File: src/rtl/apq_pkg.sv
// Package for the array priority queue.
// Holds operation and status codes and the compare unit control group.
// No dependencies.
package apq_pkg;

    localparam int unsigned DATA_W  = 32;
    localparam int unsigned COUNT_W = 4;

    typedef enum logic [1:0] {
        OP_ENQ     = 2'd0,
        OP_DEQ_OLD = 2'd1,
        OP_DEQ_MAX = 2'd2,
        OP_DEQ_MIN = 2'd3
    } t_opcode;

    typedef enum logic [1:0] {
        ST_OK    = 2'd0,
        ST_FULL  = 2'd1,
        ST_EMPTY = 2'd2
    } t_status;

    typedef struct packed {
        logic load;
        logic first;
        logic want_max;
    } t_scan_ctl;

endpackage

File: src/rtl/apq_mem.sv
// Entry store of the array priority queue: one write port, one read port,
// registered read data. Depends on apq_pkg.
module apq_mem #(
    parameter int unsigned DEPTH = 8,
    parameter int unsigned AW    = 3
) (
    input  logic                      i_clk,
    input  logic                      i_we,
    input  logic [AW-1:0]             i_waddr,
    input  logic [apq_pkg::DATA_W-1:0] i_wdata,
    input  logic [AW-1:0]             i_raddr,
    output logic [apq_pkg::DATA_W-1:0] o_rdata
);
    import apq_pkg::*;

    logic [DATA_W-1:0] r_mem [DEPTH];
    logic [DATA_W-1:0] r_rdata;

    always_ff @(posedge i_clk) begin
        if (i_we) begin
            r_mem[i_waddr] <= i_wdata;
        end
        r_rdata <= r_mem[i_raddr];
    end

    assign o_rdata = r_rdata;

endmodule

File: src/rtl/apq_scan.sv
// Shared signed compare unit: tracks the best entry seen during a scan.
// Depends on apq_pkg.
module apq_scan #(
    parameter int unsigned AW = 3
) (
    input  logic                       i_clk,
    input  apq_pkg::t_scan_ctl         i_ctl,
    input  logic [AW-1:0]              i_idx,
    input  logic [apq_pkg::DATA_W-1:0] i_data,
    output logic [AW-1:0]              o_best_idx,
    output logic [apq_pkg::DATA_W-1:0] o_best_val
);
    import apq_pkg::*;

    logic [AW-1:0]     r_best_idx;
    logic [DATA_W-1:0] r_best_val;
    logic              better;

    always_comb begin
        if (i_ctl.want_max) begin
            better = $signed(i_data) > $signed(r_best_val);
        end else begin
            better = $signed(i_data) < $signed(r_best_val);
        end
    end

    always_ff @(posedge i_clk) begin
        if (i_ctl.load && (i_ctl.first || better)) begin
            r_best_idx <= i_idx;
            r_best_val <= i_data;
        end
    end

    assign o_best_idx = r_best_idx;
    assign o_best_val = r_best_val;

endmodule

File: src/rtl/array_priority_queue_min_max.sv
// Top level of the array priority queue: sequencer, entry count and output register.
// Depends on apq_pkg, apq_mem and apq_scan.
//
// Channel | Dir | Bits
// s_axis  | in  | tuser[1:0] opcode; tdata[31:0] value_in
// m_axis  | out | tuser[1:0] status; tdata[31:0] value_out, [35:32] count_out
//
// Enqueue and error results pass through the finish state to the output register.
// A removal scans n entries with the one compare unit (n = count, or 1 for oldest), then
// shifts the later entries down through the single RAM port pair, then passes through the
// finish state to the output register.
// Reset is synchronous, active low, and empties the queue.
// A stalled output holds the sequencer in its last state; s_axis_tready is low while busy.
module array_priority_queue_min_max #(
    parameter int unsigned DEPTH = 8
) (
    input  logic        i_clk,
    input  logic        i_rst_n,
    input  logic        s_axis_tvalid,
    output logic        s_axis_tready,
    input  logic [31:0] s_axis_tdata,   // value_in
    input  logic [1:0]  s_axis_tuser,   // opcode
    output logic        m_axis_tvalid,
    input  logic        m_axis_tready,
    output logic [39:0] m_axis_tdata,   // value_out, count_out, zero fill
    output logic [1:0]  m_axis_tuser    // status
);
    import apq_pkg::*;

    localparam int unsigned AW = (DEPTH > 1) ? $clog2(DEPTH) : 1;
    localparam int unsigned CW = $clog2(DEPTH + 1);

    typedef enum logic [3:0] {
        S_IDLE   = 4'b0001,
        S_SCAN   = 4'b0010,
        S_SHIFT  = 4'b0100,
        S_FINISH = 4'b1000
    } t_state;

    t_state                r_state, n_state;
    logic [CW-1:0]         r_count, n_count;
    logic [CW-1:0]         r_idx, n_idx;
    logic [CW-1:0]         r_scan_len, n_scan_len;
    logic [AW-1:0]         r_widx, n_widx;
    logic                  r_pend, n_pend;
    logic                  r_want_max, n_want_max;
    t_status               r_status, n_status;
    logic [DATA_W-1:0]     r_value, n_value;
    logic                  r_out_valid, n_out_valid;
    logic [DATA_W-1:0]     r_out_value, n_out_value;
    t_status               r_out_status, n_out_status;
    logic [COUNT_W-1:0]    r_out_count, n_out_count;

    logic                  mem_we;
    logic [AW-1:0]         mem_waddr;
    logic [DATA_W-1:0]     mem_wdata;
    logic [AW-1:0]         mem_raddr;
    logic [DATA_W-1:0]     mem_rdata;
    t_scan_ctl             scan_ctl;
    logic [AW-1:0]         best_idx;
    logic [DATA_W-1:0]     best_val;
    logic [CW+COUNT_W-1:0] count_ext;
    t_opcode               in_op;

    assign in_op         = t_opcode'(s_axis_tuser);
    assign s_axis_tready = (r_state == S_IDLE);
    assign count_ext     = {{COUNT_W{1'b0}}, r_count};

    apq_mem #(
        .DEPTH (DEPTH),
        .AW    (AW)
    ) u_mem (
        .i_clk   (i_clk),
        .i_we    (mem_we),
        .i_waddr (mem_waddr),
        .i_wdata (mem_wdata),
        .i_raddr (mem_raddr),
        .o_rdata (mem_rdata)
    );

    apq_scan #(
        .AW (AW)
    ) u_scan (
        .i_clk      (i_clk),
        .i_ctl      (scan_ctl),
        .i_idx      (r_widx),
        .i_data     (mem_rdata),
        .o_best_idx (best_idx),
        .o_best_val (best_val)
    );

    always_comb begin
        n_state      = r_state;
        n_count      = r_count;
        n_idx        = r_idx;
        n_scan_len   = r_scan_len;
        n_widx       = r_widx;
        n_pend       = r_pend;
        n_want_max   = r_want_max;
        n_status     = r_status;
        n_value      = r_value;
        n_out_valid  = r_out_valid;
        n_out_value  = r_out_value;
        n_out_status = r_out_status;
        n_out_count  = r_out_count;
        mem_we       = 1'b0;
        mem_waddr    = r_widx;
        mem_wdata    = mem_rdata;
        mem_raddr    = r_idx[AW-1:0];
        scan_ctl     = '{load: 1'b0, first: 1'b0, want_max: r_want_max};

        if (r_out_valid && m_axis_tready) begin
            n_out_valid = 1'b0;
        end

        case (r_state)
            S_IDLE: begin
                if (s_axis_tvalid) begin
                    n_want_max = (in_op == OP_DEQ_MAX);
                    n_idx      = '0;
                    n_pend     = 1'b0;
                    n_value    = '0;
                    n_status   = ST_OK;
                    n_state    = S_FINISH;
                    if (in_op == OP_ENQ) begin
                        if (r_count == CW'(DEPTH)) begin
                            n_status = ST_FULL;
                        end else begin
                            mem_we    = 1'b1;
                            mem_waddr = r_count[AW-1:0];
                            mem_wdata = s_axis_tdata;
                            n_count   = r_count + CW'(1);
                        end
                    end else if (r_count == '0) begin
                        n_status = ST_EMPTY;
                    end else begin
                        n_scan_len = (in_op == OP_DEQ_OLD) ? CW'(1) : r_count;
                        n_state    = S_SCAN;
                    end
                end
            end
            S_SCAN: begin
                scan_ctl.load  = r_pend;
                scan_ctl.first = (r_widx == '0);
                if (r_idx < r_scan_len) begin
                    n_idx  = r_idx + CW'(1);
                    n_pend = 1'b1;
                    n_widx = r_idx[AW-1:0];
                end else begin
                    n_pend = 1'b0;
                end
                if (r_idx == r_scan_len && !r_pend) begin
                    n_idx   = CW'(best_idx) + CW'(1);
                    n_widx  = best_idx;
                    n_value = best_val;
                    n_state = S_SHIFT;
                end
            end
            S_SHIFT: begin
                if (r_pend) begin
                    mem_we    = 1'b1;
                    mem_waddr = r_widx;
                    mem_wdata = mem_rdata;
                    n_widx    = r_widx + AW'(1);
                end
                if (r_idx < r_count) begin
                    n_idx  = r_idx + CW'(1);
                    n_pend = 1'b1;
                end else begin
                    n_pend = 1'b0;
                end
                if (r_idx >= r_count && !r_pend) begin
                    n_count = r_count - CW'(1);
                    n_state = S_FINISH;
                end
            end
            S_FINISH: begin
                if (!r_out_valid || m_axis_tready) begin
                    n_out_valid  = 1'b1;
                    n_out_value  = r_value;
                    n_out_status = r_status;
                    n_out_count  = count_ext[COUNT_W-1:0];
                    n_state      = S_IDLE;
                end
            end
            default: begin
                n_state = S_IDLE;
            end
        endcase
    end

    always_ff @(posedge i_clk) begin
        if (!i_rst_n) begin
            r_state     <= S_IDLE;
            r_count     <= '0;
            r_idx       <= '0;
            r_pend      <= 1'b0;
            r_out_valid <= 1'b0;
        end else begin
            r_state     <= n_state;
            r_count     <= n_count;
            r_idx       <= n_idx;
            r_pend      <= n_pend;
            r_out_valid <= n_out_valid;
        end
    end

    always_ff @(posedge i_clk) begin
        r_scan_len   <= n_scan_len;
        r_widx       <= n_widx;
        r_want_max   <= n_want_max;
        r_status     <= n_status;
        r_value      <= n_value;
        r_out_value  <= n_out_value;
        r_out_status <= n_out_status;
        r_out_count  <= n_out_count;
    end

    assign m_axis_tvalid = r_out_valid;
    assign m_axis_tdata  = {4'b0000, r_out_count, r_out_value};
    assign m_axis_tuser  = r_out_status;

    a_count_bound : assert property (@(posedge i_clk) disable iff (!i_rst_n)
        r_count <= CW'(DEPTH))
        else $error("entry count above depth");

    a_empty_report : assert property (@(posedge i_clk) disable iff (!i_rst_n)
        (r_state == S_IDLE && s_axis_tvalid && in_op != OP_ENQ && r_count == '0)
        |=> (r_state == S_FINISH && r_status == ST_EMPTY))
        else $error("removal from empty queue not reported");

    a_full_report : assert property (@(posedge i_clk) disable iff (!i_rst_n)
        (r_state == S_FINISH && r_status == ST_FULL) |-> (r_count == CW'(DEPTH)))
        else $error("full status with free slots");

    a_shift_range : assert property (@(posedge i_clk) disable iff (!i_rst_n)
        (r_state == S_SHIFT) |-> (r_count != '0 && r_idx <= r_count))
        else $error("shift pointer out of range");

    a_scan_range : assert property (@(posedge i_clk) disable iff (!i_rst_n)
        (r_state == S_SCAN) |-> (r_idx <= r_scan_len && r_scan_len <= r_count))
        else $error("scan pointer out of range");

endmodule

File: config.mk
export PLATFORM = sky130hd
export DESIGN_NAME = array_priority_queue_min_max
export DESIGN_NICKNAME = d
export VERILOG_FILES = /design/src/rtl/apq_pkg.sv /design/src/rtl/apq_mem.sv /design/src/rtl/apq_scan.sv /design/src/rtl/array_priority_queue_min_max.sv
export SDC_FILE = /design/constraint.sdc
export NUM_CORES = 1
export LEC_CHECK = 0
export BUFFER_PORTS_ARGS = -buffer_cell sky130_fd_sc_hd__clkbuf_2
export CAP_MARGIN = 40
export CORE_MARGIN = 2
export CORE_UTILIZATION = 45
export CTS_CLUSTER_SIZE = 12
export DETAILED_ROUTE_END_ITERATION = 10
export HOLD_SLACK_MARGIN = 0.05
export MAX_ROUTING_LAYER = met4
export SLEW_MARGIN = 10
export SYNTH_ARGS = -nofsm -noshare
export SYNTH_HDL_FRONTEND = slang
export SYNTH_SLANG_ARGS = --single-unit
File: constraint.sdc
create_clock -name i_clk -period 4.65 [get_ports i_clk]
set_input_delay 0.93 -clock i_clk [delete_from_list [all_inputs] [get_ports i_clk]]
set_output_delay 0.93 -clock i_clk [all_outputs]
set_load 0.02 [all_outputs]
==> results of run 1 <==
## routing by layer
layer	vias to the layer above	track usage	wire, um
met3	50	0.0305	1500
met1	4161	0.257	15100
met4	0	0.0506	692
met2	199	0.265	14600
met5	-	-	0
li1	3875	-	-
## logic make-up after synthesis
kind of cell	Yosys count	share of synthesized area
muxes	100	0.112
adders and majority gates	47	0.0364
AOI/OAI and AO/OA	71	0.0264
xor gates and xnor gates	5	0.00267
and+or+nand+nor	232	0.0642
buffers and inverters	85	0.0210
DFF	417	0.737
other	1	0.000229
## power by group
| group | total [mW] | internal [mW] | switching [mW] | leakage, nW |
|---|---|---|---|---|
| registers | 4.25 | 4.21 | 0.0379 | 3.76 |
| clock network | 3.32 | 1.97 | 1.35 | 0.673 |
| logic | 0.335 | 0.100 | 0.235 | 2.22 |
## layout by cell type, fill, tap and decap left out, types with 8 or more instances in the layout
cell and count:
a21oi_1 28, buf_4 12, clkbuf_1 18, clkbuf_16 46, clkbuf_2 77, dfxtp_1 43
edfxtp_1 371, ha_1 46, inv_1 47, mux2_2 32, mux4_2 64, nand2_1 109
nand2b_1 8, nand4_1 12, nor2_1 48, nor2_4 8, nor3_1 9, o21ai_0 10
## critical path, stage by stage, from the launching register on
cell,delay [ns]
edfxtp_1,0.33
inv_1,0.05
ha_1,0.31
nand4_1,0.20
nor4_1,0.62
o311ai_1,0.32
a31o_1,0.30
nand4_1,0.08
and4b_2,0.51
buf_16,0.23
## synthesized netlist by cell type, drive strengths merged, types with 7 or more instances
| master | number | area [um^2] |
|---|---|---|
| edfxtp | 371 | 11100 |
| nand2 | 109 | 409 |
| mux4 | 64 | 1440 |
| nor2 | 57 | 216 |
| inv | 48 | 180 |
| dfxtp | 46 | 921 |
| ha | 46 | 576 |
| mux2 | 32 | 360 |
| a21oi | 29 | 149 |
| clkbuf | 20 | 75.1 |
| buf | 17 | 88.8 |
| o21ai | 14 | 70.1 |
| nand4 | 12 | 75.1 |
| nor3 | 9 | 45.0 |
| nand2b | 8 | 50.1 |
| nand3 | 8 | 45.0 |
| nor2b | 8 | 50.1 |
| a31oi | 7 | 43.8 |
| and2 | 7 | 43.8 |
## final cells by class
type | instances | area (um^2) | area share
timing repair buffer | 96 | 646 | 0.0341
sequential | 417 | 12100 | 0.638
multi-input combinational | 459 | 4050 | 0.214
clock inverter | 9 | 87.6 | 0.00463
inverter | 48 | 180 | 0.00953
tap | 461 | 577 | 0.0305
clock buffer | 70 | 1300 | 0.0688
## path summary, 6_finish.rpt
kind                               from                     to  cells past startpoint  slack [ns]
setup / recovery  u_scan.o_best_val[31]  u_scan.o_best_val[22]                      9        1.41
hold / removal              r_value[28]        r_out_value[28]                      0        0.41
setup reg to reg  u_scan.o_best_val[31]  u_scan.o_best_val[22]                      9        1.41
hold reg to reg             r_value[28]        r_out_value[28]                      0        0.41
## state kept, by name, indices dropped and copies added, names as in the netlist, 4 cells and up
register / count
r_count: 4
u_mem.r_mem: 256
u_mem.o_rdata: 32
r_idx: 4
r_state: 4
r_out_value: 32
u_scan.o_best_val: 32
r_out_count: 4
r_scan_len: 4
r_value: 32
## per-stage QoR
stage / setup slack, ns / hold WS [ns] / power (mW) / instances
2_1_floorplan: 1.08 / 0.400 / 4.54 / 961
3_3_place_gp: 1.14 / 0.402 / 4.65 / 1476
3_5_place_dp: 1.33 / 0.405 / 4.67 / 1481
4_1_cts: 1.34 / 0.416 / 8.00 / 1560
5_1_grt: 1.18 / 0.425 / 8.19 / 1560
6_report: 1.41 / 0.414 / 7.91 / 1560
==> metrics.txt, run 1 <==
status finished, final reports clean; Antenna Nets Post-Route 0; clk sinks 417; Synth Instances 958; Via density 5.31; fillcell total 2898; global route total overflow 0; Final Util 0.529; Setup CP Type flip-flop to flip-flop; drt pass-1 iters 5; post-CTS setup buffers 0; Clk Latency, worst-skew pair 0.54 ns; H-tree depth 2; # rows 69; number of synthesized flops with an enable pin 371; Critical Path RT 4.89 ns; Total GRT Usage 0.179; slew margin rel. 0.445; gp weighted congestion 0.797; routed wire length 31.9 mm; CTS buffer count 44; pin count of the biggest net entering global routing 53; critical path peak fanout 21; Chip Height 195 um; Floorplan Core Area 0.0357 mm^2; Leak 6.65 nW; Async S/R FF share, synth 0; first-pass GRT wire length 50.2 mm; Post-Syn Area per Cell 17.1 um^2; vias in the first global route 8440; Setup violations, final 0; total die area 0.0379 mm^2; die width 195 um; Hold Path Class flip-flop to flip-flop; placed cell areas 0.0175 mm^2; DPL Wire Length 20.3 mm; Longest Clk Path Bufs 3; VDD IR max 0.000218 V; Reg clk slew, reported paths 0.06 ns; synth warn 0; Mapped Area 0.0164 mm^2; TritonCTS clock tree done; diode count 0; Ports 82; Synth Flop Type edfxtp_1; critical path launch point type flip-flop; Port Buf Inserts 77; Synth cell types 51; critical path arrival 3.48 ns; Tmin final 3.24 ns; drc violations 0; Clock Skew 0.0126 ns; CTS Root Buffer Type clkbuf_16; Least-Margin Pin Slew 0.833 ns; vias after detailed routing 8285; # hold bufs at CTS 0; layout cells sized above 1 0.248; final period utilization 0.697; total of max-cap violations 0; nature of the critical path endpoint flip-flop; RSZ-0062 raised after global routing no; final hold violation count 0; initial antenna violation count 1; Nets 1151; Starting Density 0.458; sequential area share after synthesis 0.737; initial drt markers 606; Yosys reg bits 417; Design Area, Final 0.0189 mm^2; cts repair resizes 0; Area Overhead vs Synth 15.5%; Pwr per Cell Area 418 mW/mm^2; fmax 308 MHz; Max Slew Vio Count 0; setup tns final 0 ns; routed len/inst 20.5 um
(Power assumes the default switching activity.)
==> run 2: changes to the inputs <==
ABC_AREA = 1   (was unset)
clock period = 2.9 ns   (was 4.65 ns; I/O delays follow)
==> run 2 against run 1 <==
Compared with the run above: first-iteration DRC count up 46%; sequential power up 95%; die area grew 2.5%; clock power grew 55%; worst setup slack got worse by 0.99 ns; largest cell class unchanged.
==> metrics.txt, run 2 <==
Async S/R FF share, synth 0 (unchanged); critical path launch point type flip-flop; Max Slew Vio Count 0 (unchanged); Reg clk slew, reported paths 0.06 ns (about the same); layout cells sized above 1 0.159 (-0.0895); commonest non-fill, non-tap cells in the layout edfxtp_1, nor2_1, o21ai_0, clkbuf_2; Area Overhead vs Synth 15.1%; Antenna Nets Post-Route 0 (unchanged); gp weighted congestion 0.853 (+7.0%); Fin Hold WS 0.381 ns (-0.0335 ns); CTS Root Buffer Type clkbuf_16; nature of the critical path endpoint flip-flop; Ports 82 (unchanged); Least-Margin Pin Slew 0.780 ns (-0.0529 ns); status finished, final reports clean; Synth Instances 1309 (+37%); vias after detailed routing 10210 (+23%); Clk Latency, worst-skew pair 0.54 ns (about the same); pin count of the biggest net entering global routing 132 (+150%); fmax 404 MHz (+31%); VDD IR max 0.000479 V (+120%); Yosys reg bits 417 (unchanged); met2 usage 0.286 (+0.0209); met1 Use GR 0.305 (+0.0481); first-pass GRT wire length 57.6 mm (+15%); Synth Flop Type edfxtp_1; final period utilization 0.854 (+0.157); total of max-cap violations 0 (unchanged); diode count 0 (unchanged); most common cell after layout, fill and taps aside edfxtp_1; Pwr per Cell Area 909 mW/mm^2 (+120%); synth warn 0 (unchanged); Setup CP Type flip-flop to flip-flop; drc violations 0 (unchanged); slew margin rel. 0.480 (+0.0353); Top reg by flops u_mem.r_mem; number of synthesized flops with an enable pin 371 (unchanged); Synth top cells by count edfxtp_1, nor2_1, o21ai_0; Mapped Area 0.0168 mm^2 (+2.5%); Port Buf Inserts 77 (unchanged); largest area contributor in the netlist edfxtp_1; DPL Wire Length 23.4 mm (+16%); Setup violations, final 0 (unchanged); gr busiest metal met1; Chip Height 197 um (+1.2%); Starting Density 0.457 (-0.000750); CTS buffer count 43 (-2.3%); Floorplan Core Area 0.0367 mm^2 (+2.7%); Leak 7.16 nW (+7.7%); global route total overflow 0 (unchanged); # hold bufs at CTS 0 (unchanged); Via density 5.33 (+0.39%); initial antenna violation count 0 (-1); critical path arrival 2.71 ns (-0.77 ns); Post-Syn Area per Cell 12.8 um^2 (-25%); clk sinks 417 (unchanged); critical path peak fanout 32 (+52%); routed len/inst 19.3 um (-5.7%); cts repair resizes 0 (unchanged); vias in the first global route 9913 (+17%); TritonCTS clock tree done; Area contributors post-synth edfxtp_1, nor2_1, dfxtp_1; Synth top area share 0.664 (-0.0166); Critical Path RT 3.13 ns (-1.76 ns); max FFs per register 256 (unchanged); met3 Resource Use GR 0.0275 (-0.00305); die width 197 um (+1.2%); post-CTS setup buffers 0 (unchanged); H-tree depth 2 (unchanged); Longest Clk Path Bufs 3 (unchanged); Total GRT Usage 0.199 (+0.0205); Tmin final 2.48 ns (-0.765 ns); most instantiated library cell after synthesis edfxtp_1; RSZ-0062 raised after global routing no; Hold Path Class input port to flip-flop; Nets 1500 (+30%); routed wire length 37.0 mm (+16%); setup tns final 0 ns (unchanged); Clock Skew 0.0151 ns (+0.00251 ns); final hold violation count 0 (unchanged); drt pass-1 iters 5 (unchanged); Synth cell types 41 (-20%); sequential area share after synthesis 0.719 (-0.0180); initial drt markers 885 (+46%); total die area 0.0389 mm^2 (+2.5%); # rows 70 (+1.4%)
run 2: cell types whose count changed after synthesis, moves of 17 or more:
cell / change
mux2_2: -30
clkbuf_1: +17
mux2_4: +29
o22ai_1: +37
a31oi_1: +26
nor2_1: +249
nand2_1: -35
mux4_2: -64
inv_1: +29
o21ai_0: +131
run 2: area by class of cell:
type | count | area [um^2]
clock buffer | 68 | 1220
clock inverter | 9 | 80.1
fill | 3030 | 17400
inverter | 80 | 300
multi-input combinational | 753 | 4210
sequential | 417 | 12100
tap | 468 | 586
timing repair buffer | 120 | 846
run 2: critical path, stage by stage, from the launching register on:
cell     delay [ns]
dfxtp_1        0.38
ha_1           0.39
nand2_1        0.09
nor2_1         0.14
nand2_1        0.14
a21oi_1        0.20
nor2_1         0.09
nand3_1        0.09
nand3_1        0.07
nand3_1        0.08
nand2_1        0.05
inv_1          0.17
buf_12         0.24
run 2: worst paths after layout:
path                            to  depth (start not counted)              start  slack, ns
max reg2reg  u_scan.o_best_val[16]                         12  u_mem.o_rdata[31]       0.42
min reg2reg         r_out_value[2]                          0         r_value[2]       0.41
min                     r_want_max                          2    s_axis_tuser[0]       0.38
max          u_scan.o_best_val[16]                         12  u_mem.o_rdata[31]       0.42
run 2: kinds of logic after synthesis:
group | count (synthesis) | share of synthesized area
buffers and inverters | 142 | 0.0352
DFF | 417 | 0.719
xor gates and xnor gates | 6 | 0.00313
adders and majority gates | 47 | 0.0355
AOI/OAI and AO/OA | 250 | 0.0810
muxes | 31 | 0.0273
and+or+nand+nor | 415 | 0.0991
other | 1 | 0.000223
run 2: report_power, final:
part	switching, mW	leakage (nW)	internal [mW]
sequential	0.416	3.75	7.85
combinational	2.77	2.78	1.38
clock	2.17	0.628	2.97
total	5.35	7.16	12.2
run 2: routing by layer:
metal  wire length, um  share of wire
met1             18300           0.49
met4               522          0.014
met5                 0              0
met2             15800           0.43
met3              2350          0.064
run 2: per-stage QoR:
stage                     std cells  total power [mW]  setup WS, ns   util  instance area (um^2)
after floorplan                1312              10.9        -0.258      -                 16800
after global placement         1838              12.4         0.401  0.491                 18000
after detailed placement       1838              12.5         0.380  0.491                 18000
after CTS                      1915              17.7         0.380  0.526                 19300
after global routing           1915              18.4         0.169  0.526                 19300
final                          1915              17.6         0.423  0.526                 19300
==> run 3: changes to the inputs <==
BUFFER_PORTS_ARGS = -buffer_cell sky130_fd_sc_hd__buf_2   (was -buffer_cell sky130_fd_sc_hd__clkbuf_2)
==> run 3 against run 2 <==
Compared with the run above: worst setup slack got worse by 0.038 ns; sequential cell count unchanged; first-iteration DRC count increased by 11%; register-to-register slack got worse by 0.04 ns; critical path depth unchanged; non-clock buffer count unchanged; core utilization unchanged; total power about the same; global-route usage increased by 0.15 points; highest routed layer unchanged; maximum frequency decreased by 1.5%.
==> metrics.txt, run 3 (same netlist as run 2, synthesis figures left out) <==
# rows 70 (unchanged); critical path arrival 2.74 ns (+0.03 ns); Crit path buffers/inverters 2 (unchanged); Leak 7.15 nW (-0.13%); CTS Root Buffer Type clkbuf_16; Via density 5.28 (-0.98%); crit path from u_mem.o_rdata[31]; vias in the first global route 9770 (-1.4%); Top reg by flops u_mem.r_mem; H-tree depth 2 (unchanged); DPL Wire Length 23.4 mm (about the same); Clock Skew 0.0209 ns (+0.00576 ns); CTS buffer count 44 (+2.3%); Layout Cells excl Fill 1917 (+0.10%); slew margin rel. 0.409 (-0.0711); top cell family by delay on the critical path simple AND/OR/NAND/NOR gates; Clk Latency, worst-skew pair 0.54 ns (about the same); first-pass GRT wire length 57.4 mm (-0.30%); critical path launch point type flip-flop; Least-Margin Pin Slew 0.887 ns (+0.107 ns); vias after detailed routing 10121 (-0.87%); Nets 1501 (+0.067%); Area Overhead vs Synth 15.1% (unchanged); crit path to u_scan.o_best_val[20]; clk sinks 417 (unchanged); final period utilization 0.867 (+0.0131); Setup violations, final 0 (unchanged); Design Area, Final 0.0193 mm^2 (unchanged); diode count 0 (unchanged); most common cell after layout, fill and taps aside edfxtp_1; Setup CP Type flip-flop to flip-flop; Tmin final 2.52 ns (+0.0381 ns); Starting Density 0.457 (unchanged); initial antenna violation count 0 (unchanged); CP max stage delay 0.40 ns (about the same); critical path peak fanout 32 (unchanged); routed len/inst 19.3 um (about the same); Total GRT Usage 0.201 (+0.00151); Reg clk slew, reported paths 0.06 ns (about the same); global route total overflow 0 (unchanged); Pwr Total 17.6 mW (about the same); R2R depth 12 (unchanged); drt pass-1 iters 5 (unchanged); Max Slew Vio Count 0 (unchanged); fmax 398 MHz (-1.5%); Port Buf Inserts 77 (unchanged); initial drt markers 981 (+11%); nature of the critical path endpoint flip-flop; drc violations 0 (unchanged); total die area 0.0389 mm^2 (unchanged); Final Util 0.526 (unchanged); Hold Path Class input port to flip-flop; routed wire length 37.0 mm (+0.18%); # hold bufs at CTS 0 (unchanged); Floorplan Core Area 0.0367 mm^2 (unchanged); VDD IR max 0.000423 V (-12%); gp weighted congestion 0.840 (-1.5%); die width 197 um (unchanged); Longest Clk Path Bufs 3 (unchanged); Slowest cell on crit path ha_1; layout cells sized above 1 0.159 (+0.000471); total of max-cap violations 0 (unchanged); reg2reg end u_scan.o_best_val[20]; placed cell count 1838 (unchanged); Pwr per Cell Area 910 mW/mm^2 (about the same); max FFs per register 256 (unchanged); critical path depth 12 (unchanged); placed cell areas 0.0180 mm^2 (about the same); Ports 82 (unchanged); Fin Hold WS 0.344 ns (-0.0367 ns); reg2reg setup slack 0.38 ns (-0.04 ns); TritonCTS clock tree done; RSZ-0062 raised after global routing no; post-CTS setup buffers 0 (unchanged); pin count of the biggest net entering global routing 79 (-40%); commonest non-fill, non-tap cells in the layout edfxtp_1, nor2_1, o21ai_0, buf_2; CP cell instances ha_1, nand2_1, nor2_1, nand2_1, a21oi_1, nor2_1, nand3_1, nand3_1, nand3_1, nand2_1, inv_1, buf_12; Antenna Nets Post-Route 0 (unchanged); fillcell total 3084 (+1.8%); Chip Height 197 um (unchanged); status finished, final reports clean; R2R Path Start u_mem.o_rdata[31]; final hold violation count 0 (unchanged); cts repair resizes 0 (unchanged); Critical Path RT 3.13 ns (about the same)
-- run 3: changes by cell type in the layout (fill, tap and decap cells not counted), moves of 3 or more --
cell / previous run / this run
clkbuf_2: 77 / 0
clkbuf_1: 21 / 18
clkinv_1: 5 / 9
buf_2: 0 / 77
-- run 3: cell type report --
cell class | instances | area, um^2 | area share
clock buffers | 65 | 1210 | 0.0627
clock inverters | 14 | 104 | 0.00538
inverters | 80 | 300 | 0.0156
multi-input cells | 753 | 4210 | 0.218
flip-flops and latches | 417 | 12100 | 0.625
well taps | 468 | 586 | 0.0303
repair buffers | 120 | 833 | 0.0432
-- run 3: layer usage --
metal | GRT usage | vias to the layer above | routed length (um)
li1 | - | 4875 | -
met1 | 0.292 | 4853 | 17500
met2 | 0.291 | 320 | 16000
met3 | 0.0405 | 73 | 2750
met4 | 0.0493 | 0 | 808
met5 | - | - | 0
-- run 3: power by group --
part / internal [mW] / switching, mW / leakage [nW]
Clock: 2.97 / 2.19 / 0.635
Sequential: 7.85 / 0.416 / 3.75
Combinational: 1.39 / 2.75 / 2.77
-- run 3: through the flow --
step / setup WS [ns] / setup TNS, ns
2_1_floorplan: -0.258 / -57.21
3_3_place_gp: 0.420 / 0
3_5_place_dp: 0.384 / 0
4_1_cts: 0.372 / 0
5_1_grt: 0.133 / 0
6_report: 0.385 / 0
-- run 3: worst min-delay path by stage --
stage / startpoint / to / cells after the start
2_1_floorplan: r_status[0] / m_axis_tuser[0] / 0
3_3_place_gp: r_value[6] / r_out_value[6] / 0
3_5_place_dp: r_value[14] / r_out_value[14] / 0
4_1_cts: s_axis_tuser[0] / r_want_max / 2
5_1_grt: s_axis_tuser[0] / r_want_max / 2
6_report: s_axis_tuser[0] / r_want_max / 2
